[src/rtl/core/btmx_pkg.sv]
// Shared constants, types and helpers for the binary trie max-xor block.
// No dependencies; used by btmx_cell and binary_trie_max_xor_top.
`default_nettype none

package btmx_pkg;

	localparam int VALUE_BITS_DEF = 32;
	localparam int NODE_COUNT_DEF = 4096;

	localparam int STATUS_W = 2;
	localparam int NEED_W   = 7;   // missing-node count along one path, up to 127

	localparam logic CMD_INSERT = 1'b0;
	localparam logic CMD_QUERY  = 1'b1;

	localparam logic [STATUS_W-1:0] ST_OK    = 2'd0;
	localparam logic [STATUS_W-1:0] ST_EMPTY = 2'd1;
	localparam logic [STATUS_W-1:0] ST_FULL  = 2'd2;

	// walk token handed from one level cell to the next
	typedef struct packed {
		logic              valid;
		logic              stop;   // path ended above this level
		logic [NEED_W-1:0] need;   // nodes missing so far on an insert path
	} walk_ctl_t;

	// entries of the node RAM of the cell at depth d (entry 0 unused)
	function automatic int cell_depth(int d, int node_count);
		int idx_w;
		int cap;
		idx_w = $clog2(node_count);
		if (d >= idx_w) begin
			cap = node_count - 1;
		end else begin
			cap = 1 << d;
			if (cap > node_count - 1) begin
				cap = node_count - 1;
			end
		end
		return cap + 1;
	endfunction

endpackage

`default_nettype wire

[src/rtl/core/btmx_ram.sv]
// Generic single-write, single-read RAM with registered read data.
// No dependencies.
`default_nettype none

module btmx_ram #(
	parameter int WIDTH = 24,
	parameter int DEPTH = 4096
) (
	input  wire logic                     clk,
	input  wire logic                     we,
	input  wire logic [$clog2(DEPTH)-1:0] waddr,
	input  wire logic [WIDTH-1:0]         wdata,
	input  wire logic [$clog2(DEPTH)-1:0] raddr,
	output logic      [WIDTH-1:0]         rdata
);

	logic [WIDTH-1:0] mem [DEPTH];

	always_ff @(posedge clk) begin
		if (we) begin
			mem[waddr] <= wdata;
		end
		rdata <= mem[raddr];
	end

endmodule

`default_nettype wire

[src/rtl/core/btmx_cell.sv]
// One trie level: node RAM for its depth, walk step and path commit.
// Depends on btmx_pkg and btmx_ram.
`default_nettype none

module btmx_cell #(
	parameter int IDX_W = 12,
	parameter int DEPTH = 2
) (
	input  wire logic                      clk,
	input  wire logic                      arst_n,
	input  wire logic                      cmd_i,
	input  wire logic                      bit_i,     // value bit of this level
	input  wire btmx_pkg::walk_ctl_t       ctl_i,
	input  wire logic [IDX_W-1:0]          idx_i,
	output btmx_pkg::walk_ctl_t            ctl_o,
	output logic      [IDX_W-1:0]          idx_o,
	output logic                           bit_o,     // result bit of a query
	input  wire logic                      commit_i,
	input  wire logic [IDX_W-1:0]          alloc_i,   // next free index one level down
	output logic      [IDX_W-1:0]          alloc_o
);

	localparam int AW = $clog2(DEPTH);
	localparam int LW = 2 * IDX_W;

	btmx_pkg::walk_ctl_t ctl_q;
	logic [IDX_W-1:0]    idx_q;
	logic [IDX_W-1:0]    fill_q;
	logic                miss_q;
	logic                after_q;
	logic [IDX_W-1:0]    cur_q;
	logic [IDX_W-1:0]    other_q;
	logic                bit_q;

	logic [LW-1:0]    rdata;
	logic [LW-1:0]    wdata;
	logic             we;
	logic [IDX_W-1:0] widx;
	logic [IDX_W-1:0] keep;
	logic             node_ok;
	logic [IDX_W-1:0] link0;
	logic [IDX_W-1:0] link1;
	logic [IDX_W-1:0] same;
	logic [IDX_W-1:0] opp;
	logic             hit_miss;
	logic             take_opp;

	btmx_ram #(
		.WIDTH(LW),
		.DEPTH(DEPTH)
	) u_ram (
		.clk  (clk),
		.we   (we),
		.waddr(widx[AW-1:0]),
		.wdata(wdata),
		.raddr(idx_i[AW-1:0]),
		.rdata(rdata)
	);

	// entries above the fill count were never written; root reads as empty
	assign node_ok = ctl_q.valid && !ctl_q.stop && (idx_q != '0) && (idx_q <= fill_q);
	assign link0   = node_ok ? rdata[IDX_W-1:0]  : '0;
	assign link1   = node_ok ? rdata[LW-1:IDX_W] : '0;
	assign same    = bit_i ? link1 : link0;
	assign opp     = bit_i ? link0 : link1;

	always_comb begin
		ctl_o.valid = ctl_q.valid;
		ctl_o.stop  = 1'b1;
		ctl_o.need  = ctl_q.need;
		idx_o       = '0;
		hit_miss    = 1'b0;
		take_opp    = 1'b0;
		if (cmd_i == btmx_pkg::CMD_INSERT) begin
			if (!ctl_q.stop && (same != '0)) begin
				ctl_o.stop = 1'b0;
				idx_o      = same;
			end else begin
				ctl_o.need = ctl_q.need + 1'b1;
				hit_miss   = !ctl_q.stop;
			end
		end else begin
			if (!ctl_q.stop && (opp != '0)) begin
				ctl_o.stop = 1'b0;
				idx_o      = opp;
				take_opp   = 1'b1;
			end else if (!ctl_q.stop && (same != '0)) begin
				ctl_o.stop = 1'b0;
				idx_o      = same;
			end
		end
	end

	// commit: relink the node where the path broke, or append a fresh node
	assign we      = commit_i && (miss_q || after_q);
	assign widx    = miss_q ? cur_q : (fill_q + 1'b1);
	assign keep    = miss_q ? other_q : '0;
	assign wdata   = bit_i ? {alloc_i, keep} : {keep, alloc_i};
	assign alloc_o = fill_q + 1'b1;
	assign bit_o   = bit_q;

	always_ff @(posedge clk or negedge arst_n) begin
		if (!arst_n) begin
			ctl_q   <= '0;
			fill_q  <= '0;
			miss_q  <= 1'b0;
			after_q <= 1'b0;
		end else begin
			ctl_q <= ctl_i;
			if (ctl_q.valid) begin
				miss_q  <= hit_miss;
				after_q <= (cmd_i == btmx_pkg::CMD_INSERT) && ctl_q.stop;
			end
			if (we && (widx > fill_q)) begin
				fill_q <= widx;
			end
		end
	end

	always_ff @(posedge clk) begin
		idx_q <= idx_i;
		if (ctl_q.valid) begin
			cur_q   <= idx_q;
			other_q <= opp;
			bit_q   <= take_opp;
		end
	end

endmodule

`default_nettype wire

[config.mk]
export PLATFORM = sky130hd
export DESIGN_NAME = btmx_cell
export DESIGN_NICKNAME = d
export VERILOG_FILES = /design/src/rtl/core/btmx_pkg.sv /design/src/rtl/core/btmx_ram.sv /design/src/rtl/core/btmx_cell.sv
export SDC_FILE = /design/constraint.sdc
export NUM_CORES = 1
export LEC_CHECK = 0
export BUFFER_PORTS_ARGS = -buffer_cell sky130_fd_sc_hd__buf_4
export CORE_MARGIN = 10
export CORE_UTILIZATION = 56
export CTS_CLUSTER_DIAMETER = 100
export DETAILED_ROUTE_END_ITERATION = 12
export GPL_ROUTABILITY_DRIVEN = 0
export PLACE_DENSITY = 0.77
export SYNTH_ARGS = -nofsm -noshare
export SYNTH_HDL_FRONTEND = slang
export SYNTH_SLANG_ARGS = --single-unit
[constraint.sdc]
create_clock -name clk -period 7.4 [get_ports clk]
set_input_delay 1.11 -clock clk [delete_from_list [all_inputs] [get_ports clk]]
set_output_delay 1.11 -clock clk [all_outputs]
set_load 0.03 [all_outputs]
==> results of run 1 <==
metrics by stage:
stage | power, mW | cell area [um2] | worst slack (ns)
4_1_cts | 2.44 | 7070 | 3.16
5_1_grt | 2.55 | 7070 | 2.98
6_report | 2.42 | 7070 | 3.18
3_5_place_dp | 1.66 | 6530 | 3.17
3_3_place_gp | 1.64 | 6530 | 3.28
2_1_floorplan | 1.44 | 5880 | 3.80
worst max-delay path by stage:
stage	start	to	cells after the start
floorplan	bit_i	ctl_o[0]	4
global placement	bit_i	idx_o[10]	6
detailed placement	bit_i	idx_o[1]	6
CTS	bit_i	idx_o[1]	6
global route	bit_i	idx_o[11]	6
finish	bit_i	idx_o[11]	6
logic make-up (layout without fill, tap and decap cells):
| kind of cell | count (synthesis) | after routing | synth area share (%) |
|---|---|---|---|
| adder cells (fa/ha/maj) | 26 | 26 | 5.54 |
| AO/OA/AOI/OAI | 57 | 57 | 5.47 |
| buffers and inverters | 49 | 135 | 3.34 |
| AND/OR/NAND/NOR | 121 | 121 | 9.94 |
| flip-flops | 132 | 132 | 59.4 |
| XOR/XNOR | 16 | 16 | 2.39 |
| multiplexers | 75 | 75 | 13.9 |
cell type report:
cell class	instances	area (um2)	area share, %
clock inverter	4	48.8	0.690
sequential	132	3490	49.3
inverter	28	105	1.49
multi-input combinational	295	2200	31.1
timing repair buffer	75	563	7.96
clock buffer	28	495	7.01
tap	136	170	2.41
flip-flops by register name (all words and copies together) (netlist names):
name         cells
miss_q           1
ctl_q            8
after_q          1
ctl_o            1
u_ram.rdata     24
bit_o            1
fill_q          12
u_ram.mem       48
cur_q           12
other_q         12
idx_q           12
where the power goes:
group / total [mW] / internal, mW / switching (mW)
Clock: 0.767 / 0.481 / 0.286
Combinational: 0.710 / 0.297 / 0.413
Sequential: 0.946 / 0.873 / 0.0735
Total: 2.42 / 1.65 / 0.773
cell usage in the layout (no fill, tap or decap), types with 2 or more instances in the layout:
cell,count
buf_4,75
edfxtp_1,73
mux2_2,38
nor2_1,37
dfxtp_1,36
nand2_1,33
mux2i_1,26
o21ai_0,26
ha_1,26
inv_1,24
dfrtp_1,23
nand3_1,18
clkbuf_16,16
xnor2_1,15
nor4_1,9
mux2_1,9
a21oi_1,8
o21ai_1,7
clkbuf_1,7
nand4_1,6
a21o_1,6
clkbuf_8,5
inv_2,3
nand2b_1,3
nor3_1,3
nor3_2,2
mux2_4,2
nor2b_1,2
o21a_1,2
o31ai_1,2
o22ai_1,2
clkinv_2,2
critical path, delay by kind of cell:
| family | cells | cell delay [ns] |
|---|---|---|
| AOI/OAI and AO/OA | 2 | 0.94 |
| buffers and inverters | 2 | 0.68 |
| muxes | 1 | 0.29 |
| and+or+nand+nor | 1 | 0.07 |
per-layer routing:
layer	vias up	share of wire [%]	GRT usage, %
met3	14	5.6	6.52
met2	110	51	30.0
li1	1850	-	-
met5	-	0	0
met4	0	1.1	6.70
met1	1921	43	20.7
==> metrics.txt, run 1 <==
status completed; top cell type's share of synthesized area 37.3%; nature of the critical path startpoint input port; Max VDD drop ~0.35 mV; Mapped Cells 476; Max Cap Violations 0; largest net degree at the start of global routing 65; max frequency 237 MHz; Max Clock Skew 0.0117 ns; hold_ws around 0.46 ns; YS warnings 0; Post-synth EDFFs 73; Slew Viols, Final 0; Hold-fix buffers, CTS 0; share of synthesized flip-flops with an asynchronous set or reset 17.4%; Final Critical Period 4.22 ns; synth unique cells between 40 and 50; CP Capture Type output port; First-pass DRT Iterations 4; crit path max fanout between 60 and 70; total wire length 12.9 mm; number of global-route vias before repair just over 4000; cts repair resizes 0; Synth Flop Type edfxtp_1; Mapped Nets 540; count leader, synth edfxtp_1; Std-Cell Rows 37; Core Region 10300 um2; remaining global-route overflow 0; nets@finish slightly above 600; hpwl dp 8.74 mm; Synth Cell Area 5880 um2; slowest CP cell a31oi_2; Synth Register Bits 132; Die Wd 122 um; Reg-to-Reg End fill_q[5]$_DFFE_PN0P_; postcts setup bufs 0; area of the die 15000 um2; worst slew pin tran 1.04 ns; CTS Root Cell clkbuf_8; period utilization between 50% and 60%; Initial Util a little under three fifths; CP required about 6.3 ns; Most common cell on crit path buf_4; first-pass GRT wire length around 21 mm; synthesized area per cell 12.3 um2; TNS Setup 0 ns; I/O pins 72; WL per Instance between 15 and 20 um; initial antenna violation count 0; post-route core utilization around 70%; cell taking the most area after synthesis edfxtp_1; Post-Layout Cell Count 698; WP data arrival 3.11 ns; gr usage total 17.9%; Slew headroom 30.9%; final hold viol count 0; CP Class input port to output port; Cells after DPL 666; Post-synth top cells edfxtp_1, mux2_2, nor2_1, dfxtp_1, nand2_1; hold path startpoint u_ram.mem[1][13]$_DFFE_PP_; Sink Count ~130; crit-path cells buf_4 > a21oi_1 > a31oi_2 > mux2i_1 > nor2_1 > buf_4; reg2reg path depth 9; worst skew pair latency 0.53 ns; synthesis-to-layout area growth 20.4%; die height between 100 and 150 um; Worst Hold Path EP u_ram.rdata[13]$_DFF_P_; CTS tree yes; DR DRC count 0; share of cells above drive strength 1 around 27%; post-route ant nets 0; Vias approximately 4000; fillers 734; # port buffers 71; max incr delay on CP slightly above 0.8 ns; Via-to-Cell Ratio between 5 and 6; antenna cells 0; Bufs on Longest Clock Path 2; Reg2Reg Setup Slack 3.77 ns; H-tree Lvls 4; register area share after synthesis about three fifths; worst hold stages 1; CTS buffer count 17; 1st-iter DRT viols 252; RSZ-0062 raised after global routing no; Clock transition at path regs 0.06 ns; PwrDens 343 nW/um2; Synth area leaders edfxtp_1, dfxtp_1, dfrtp_1; P_leak 2.92 nW; HP Class flip-flop to flip-flop; Worst R2R Start miss_q$_DFFE_PN0P_; Setup Viol. Count Final 0
Note: power is estimated with default switching activity, not from simulation.
==> run 2: changes to the inputs <==
--- a/config.mk
+++ b/config.mk
@@ -5,6 +5,7 @@
 export SDC_FILE = /design/constraint.sdc
 export NUM_CORES = 1
 export LEC_CHECK = 0
+export ABC_AREA = 1
 export BUFFER_PORTS_ARGS = -buffer_cell sky130_fd_sc_hd__buf_4
 export CORE_MARGIN = 10
 export CORE_UTILIZATION = 56
==> constraint.sdc (replaced) <==
create_clock -name clk -period 3.9 [get_ports clk]
set_input_delay 0.585 -clock clk [delete_from_list [all_inputs] [get_ports clk]]
set_output_delay 0.585 -clock clk [all_outputs]
set_load 0.03 [all_outputs]
==> run 2 against run 1 <==
- the flow now finishes with violations (DRC)
- clock skew down 0.0036 ns
- via count up 30%
- global-route usage up 0.50 points
- setup slack worse by 3.1 ns
- critical path type is now flip-flop to output port
- combinational power up 140%
- worst hold slack worse by 0.40 ns
- die area up 6.8%
- total power up 110%
- largest power group unchanged
- core utilization up 2.4 points
- routed wire length up 18%
==> metrics.txt, run 2 <==
status complete, but fails checks; failing checks DRC; remaining global-route overflow 0 (unchanged); worst slew pin tran 0.846 ns (-0.192 ns); largest net degree at the start of global routing 51 (-22%); top cell type's share of synthesized area 34.5% (-2.8 points); register area share after synthesis 54.9% (-4.5 points); Mapped Nets 735 (+36%); Hold-fix buffers, CTS 0 (unchanged); total wire length 15.3 mm (+18%); Max Cap Violations 0 (unchanged); area of the die 16000 um2 (+6.8%); biggest regs u_ram.mem (48), u_ram.rdata (24); Final Critical Period 3.78 ns; antenna cells 0 (unchanged); max frequency 265 MHz; Largest Register u_ram.mem; Slew Viols, Final 0 (unchanged); final hold viol count 0 (unchanged); Final Power 5.01 mW (+110%); initial antenna violation count 0 (unchanged); Die Wd 127 um (+3.3%); Synth Flop Type edfxtp_1; die height 127 um (+3.3%); cell taking the most area after synthesis edfxtp_1; synth unique cells 34 (-19%); Via-to-Cell Ratio 5.60 (+0.39%); YS warnings 0 (unchanged); Synth Cell Area 6350 um2 (+8.1%); 1st-iter DRT viols 531 (+110%); # port buffers 71 (unchanged); H-tree Lvls 4 (unchanged); fillers 756 (+3.0%); Setup Viol. Count Final 0 (unchanged); max FFs per register 48 (unchanged); DR DRC count 2 (+2); Mapped Cells 671 (+41%); Sink Count 132 (unchanged); most frequent cells in the layout nand2_1, buf_4, edfxtp_1; PwrDens 640 nW/um2 (+87%); Clock transition at path regs 0.06 ns (about the same); CP Capture Type output port; Post-synth top cells nand2_1, inv_1, edfxtp_1, o21ai_0, dfxtp_1; Placement Cell Area 6940 um2 (+6.3%); gr usage total 18.4% (+0.50 points); commonest non-fill, non-tap cell in the layout nand2_1; period utilization 96.9%; hpwl dp 9.82 mm (+12%); share of cells above drive strength 1 25.4% (-1.7 points); Core Region 11000 um2 (+6.9%); CTS tree yes; WP data arrival 3.20 ns (+0.09 ns); First-pass DRT Iterations 11 (+7); nature of the critical path startpoint flip-flop; Max VDD drop 0.522 mV (+48%); Slew headroom 43.5% (+13 points); share of synthesized flip-flops with an asynchronous set or reset 17.4% (unchanged); Std-Cell Rows 38 (+2.7%); Post-synth EDFFs 73 (unchanged); CTS Root Cell clkbuf_16; CTS buffer count 17 (unchanged); HP Class input port to async pin; synthesized area per cell 9.47 um2 (-23%); Bufs on Longest Clock Path 2 (unchanged); post-route ant nets 0 (unchanged); Reg2Reg Setup Slack 0.45 ns (-3.32 ns); nets@finish 815 (+33%); worst skew pair latency 0.42 ns (-0.11 ns); Initial Util 57.8% (+0.67 points); WL per Instance 16.9 um (-8.7%); synthesis-to-layout area growth 23.2%; I/O pins 72 (unchanged); Final Cell Area 7830 um2 (+11%); first-pass GRT wire length 24.0 mm (+17%); P_leak 3.58 nW (+23%); CP Class flip-flop to output port; crit path max fanout 13 (-80%); Vias 5064 (+30%); CP required 3.31 ns (-2.98 ns); Synth area leaders edfxtp_1, dfxtp_1, nand2_1; count leader, synth nand2_1; Max Clock Skew 0.00818 ns (-0.00357 ns); number of global-route vias before repair 4857 (+18%); Synth Register Bits 132 (unchanged)
run 2: changes by cell type after synthesis, moves of 9 or more:
cell / delta
nand2_1: +155
mux2i_1: -26
nand4_1: +20
inv_1: +54
nor4_1: -9
nor2_1: -15
o21ai_0: +35
xnor2_1: -15
mux2_2: -14
nand2_2: +10
mux2_1: -9
run 2: layer usage:
metal | part of all wire, % | routed length [um] | global-route usage, %
met1 | 42 | 6360 | 22.6
met2 | 48 | 7410 | 30.1
met3 | 8.1 | 1240 | 5.33
met4 | 1.9 | 294 | 7.17
met5 | 0 | 0 | 0
run 2: what timing repair did:
item,CTS,global route
cloned,0,6
pin swaps,0,8
resized for setup,5,30
setup endpoints to repair,9,18
setup buffers,0,8
run 2: area by class of cell:
| cell class | count | area [um2] | share of cell area [%] |
|---|---|---|---|
| sequential | 132 | 3490 | 44.6 |
| multi-input combinational | 433 | 2550 | 32.6 |
| timing repair buffer | 86 | 712 | 9.10 |
| clock buffer | 18 | 439 | 5.61 |
| inverter | 81 | 307 | 3.92 |
| tap | 140 | 175 | 2.24 |
| clock inverter | 14 | 153 | 1.95 |
run 2: final timing paths:
check / from / endpoint / cells past startpoint
max in group asynchronous: arst_n / ctl_q[4]$_DFF_PN0_ / 1
hold / removal: arst_n / fill_q[6]$_DFFE_PN0P_ / 1
min in group clk: idx_i[3] / idx_q[3]$_DFF_P_ / 1
hold reg to reg: u_ram.mem[1][16]$_DFFE_PP_ / u_ram.rdata[16]$_DFF_P_ / 1
setup reg to reg: fill_q[0]$_DFFE_PN0P_ / fill_q[1]$_DFFE_PN0P_ / 18
setup / recovery: fill_q[7]$_DFFE_PN0P_ / ctl_o[1] / 15
run 2: logic make-up after synthesis:
group           synth area share, %
simple gates                   20.4
flops                          54.9
buf+inv                        7.62
compound gates                 6.72
fa+ha+maj                      5.12
mux                            4.25
xor+xnor                      0.965
run 2: per-stage QoR:
| stage | instances | utilization, % | hold slack [ns] | worst slack (ns) | TNS, ns |
|---|---|---|---|---|---|
| after detailed placement | 858 | 63.2 | 0.454 | 0.268 | 0 |
| after global routing | 904 | 71.3 | 0.0772 | -0.0247 | -0.0974 |
| after CTS | 890 | 69.0 | 0.0596 | 0.0171 | 0 |
| final | 904 | 71.3 | 0.0648 | 0.119 | 0 |
| after global placement | 858 | 63.2 | 0.448 | 0.432 | 0 |
| after floorplan | 671 | - | 0.289 | 0.632 | 0 |
run 2: worst max-delay path, cell delays in order (launching register included):
cell and delay, ns:
dfrtp_1 0.40, inv_2 0.08, ha_4 0.28, nand4_1 0.16, nor2_4 0.19, nand2_2 0.09, nand3_4 0.13, nand2_8 0.12
nand3_1 0.12, nand2_1 0.08, nand2_1 0.12, nand2_1 0.09, nor2_4 0.30, nand3_1 0.19, o21ai_0 0.22, buf_4 0.20
run 2: power by group:
group / internal (mW) / total (mW) / leakage (nW) / switching [mW]
combinational: 0.624 / 1.71 / 2.03 / 1.08
sequential: 1.63 / 1.72 / 1.28 / 0.0867
clock: 0.963 / 1.58 / 0.280 / 0.618
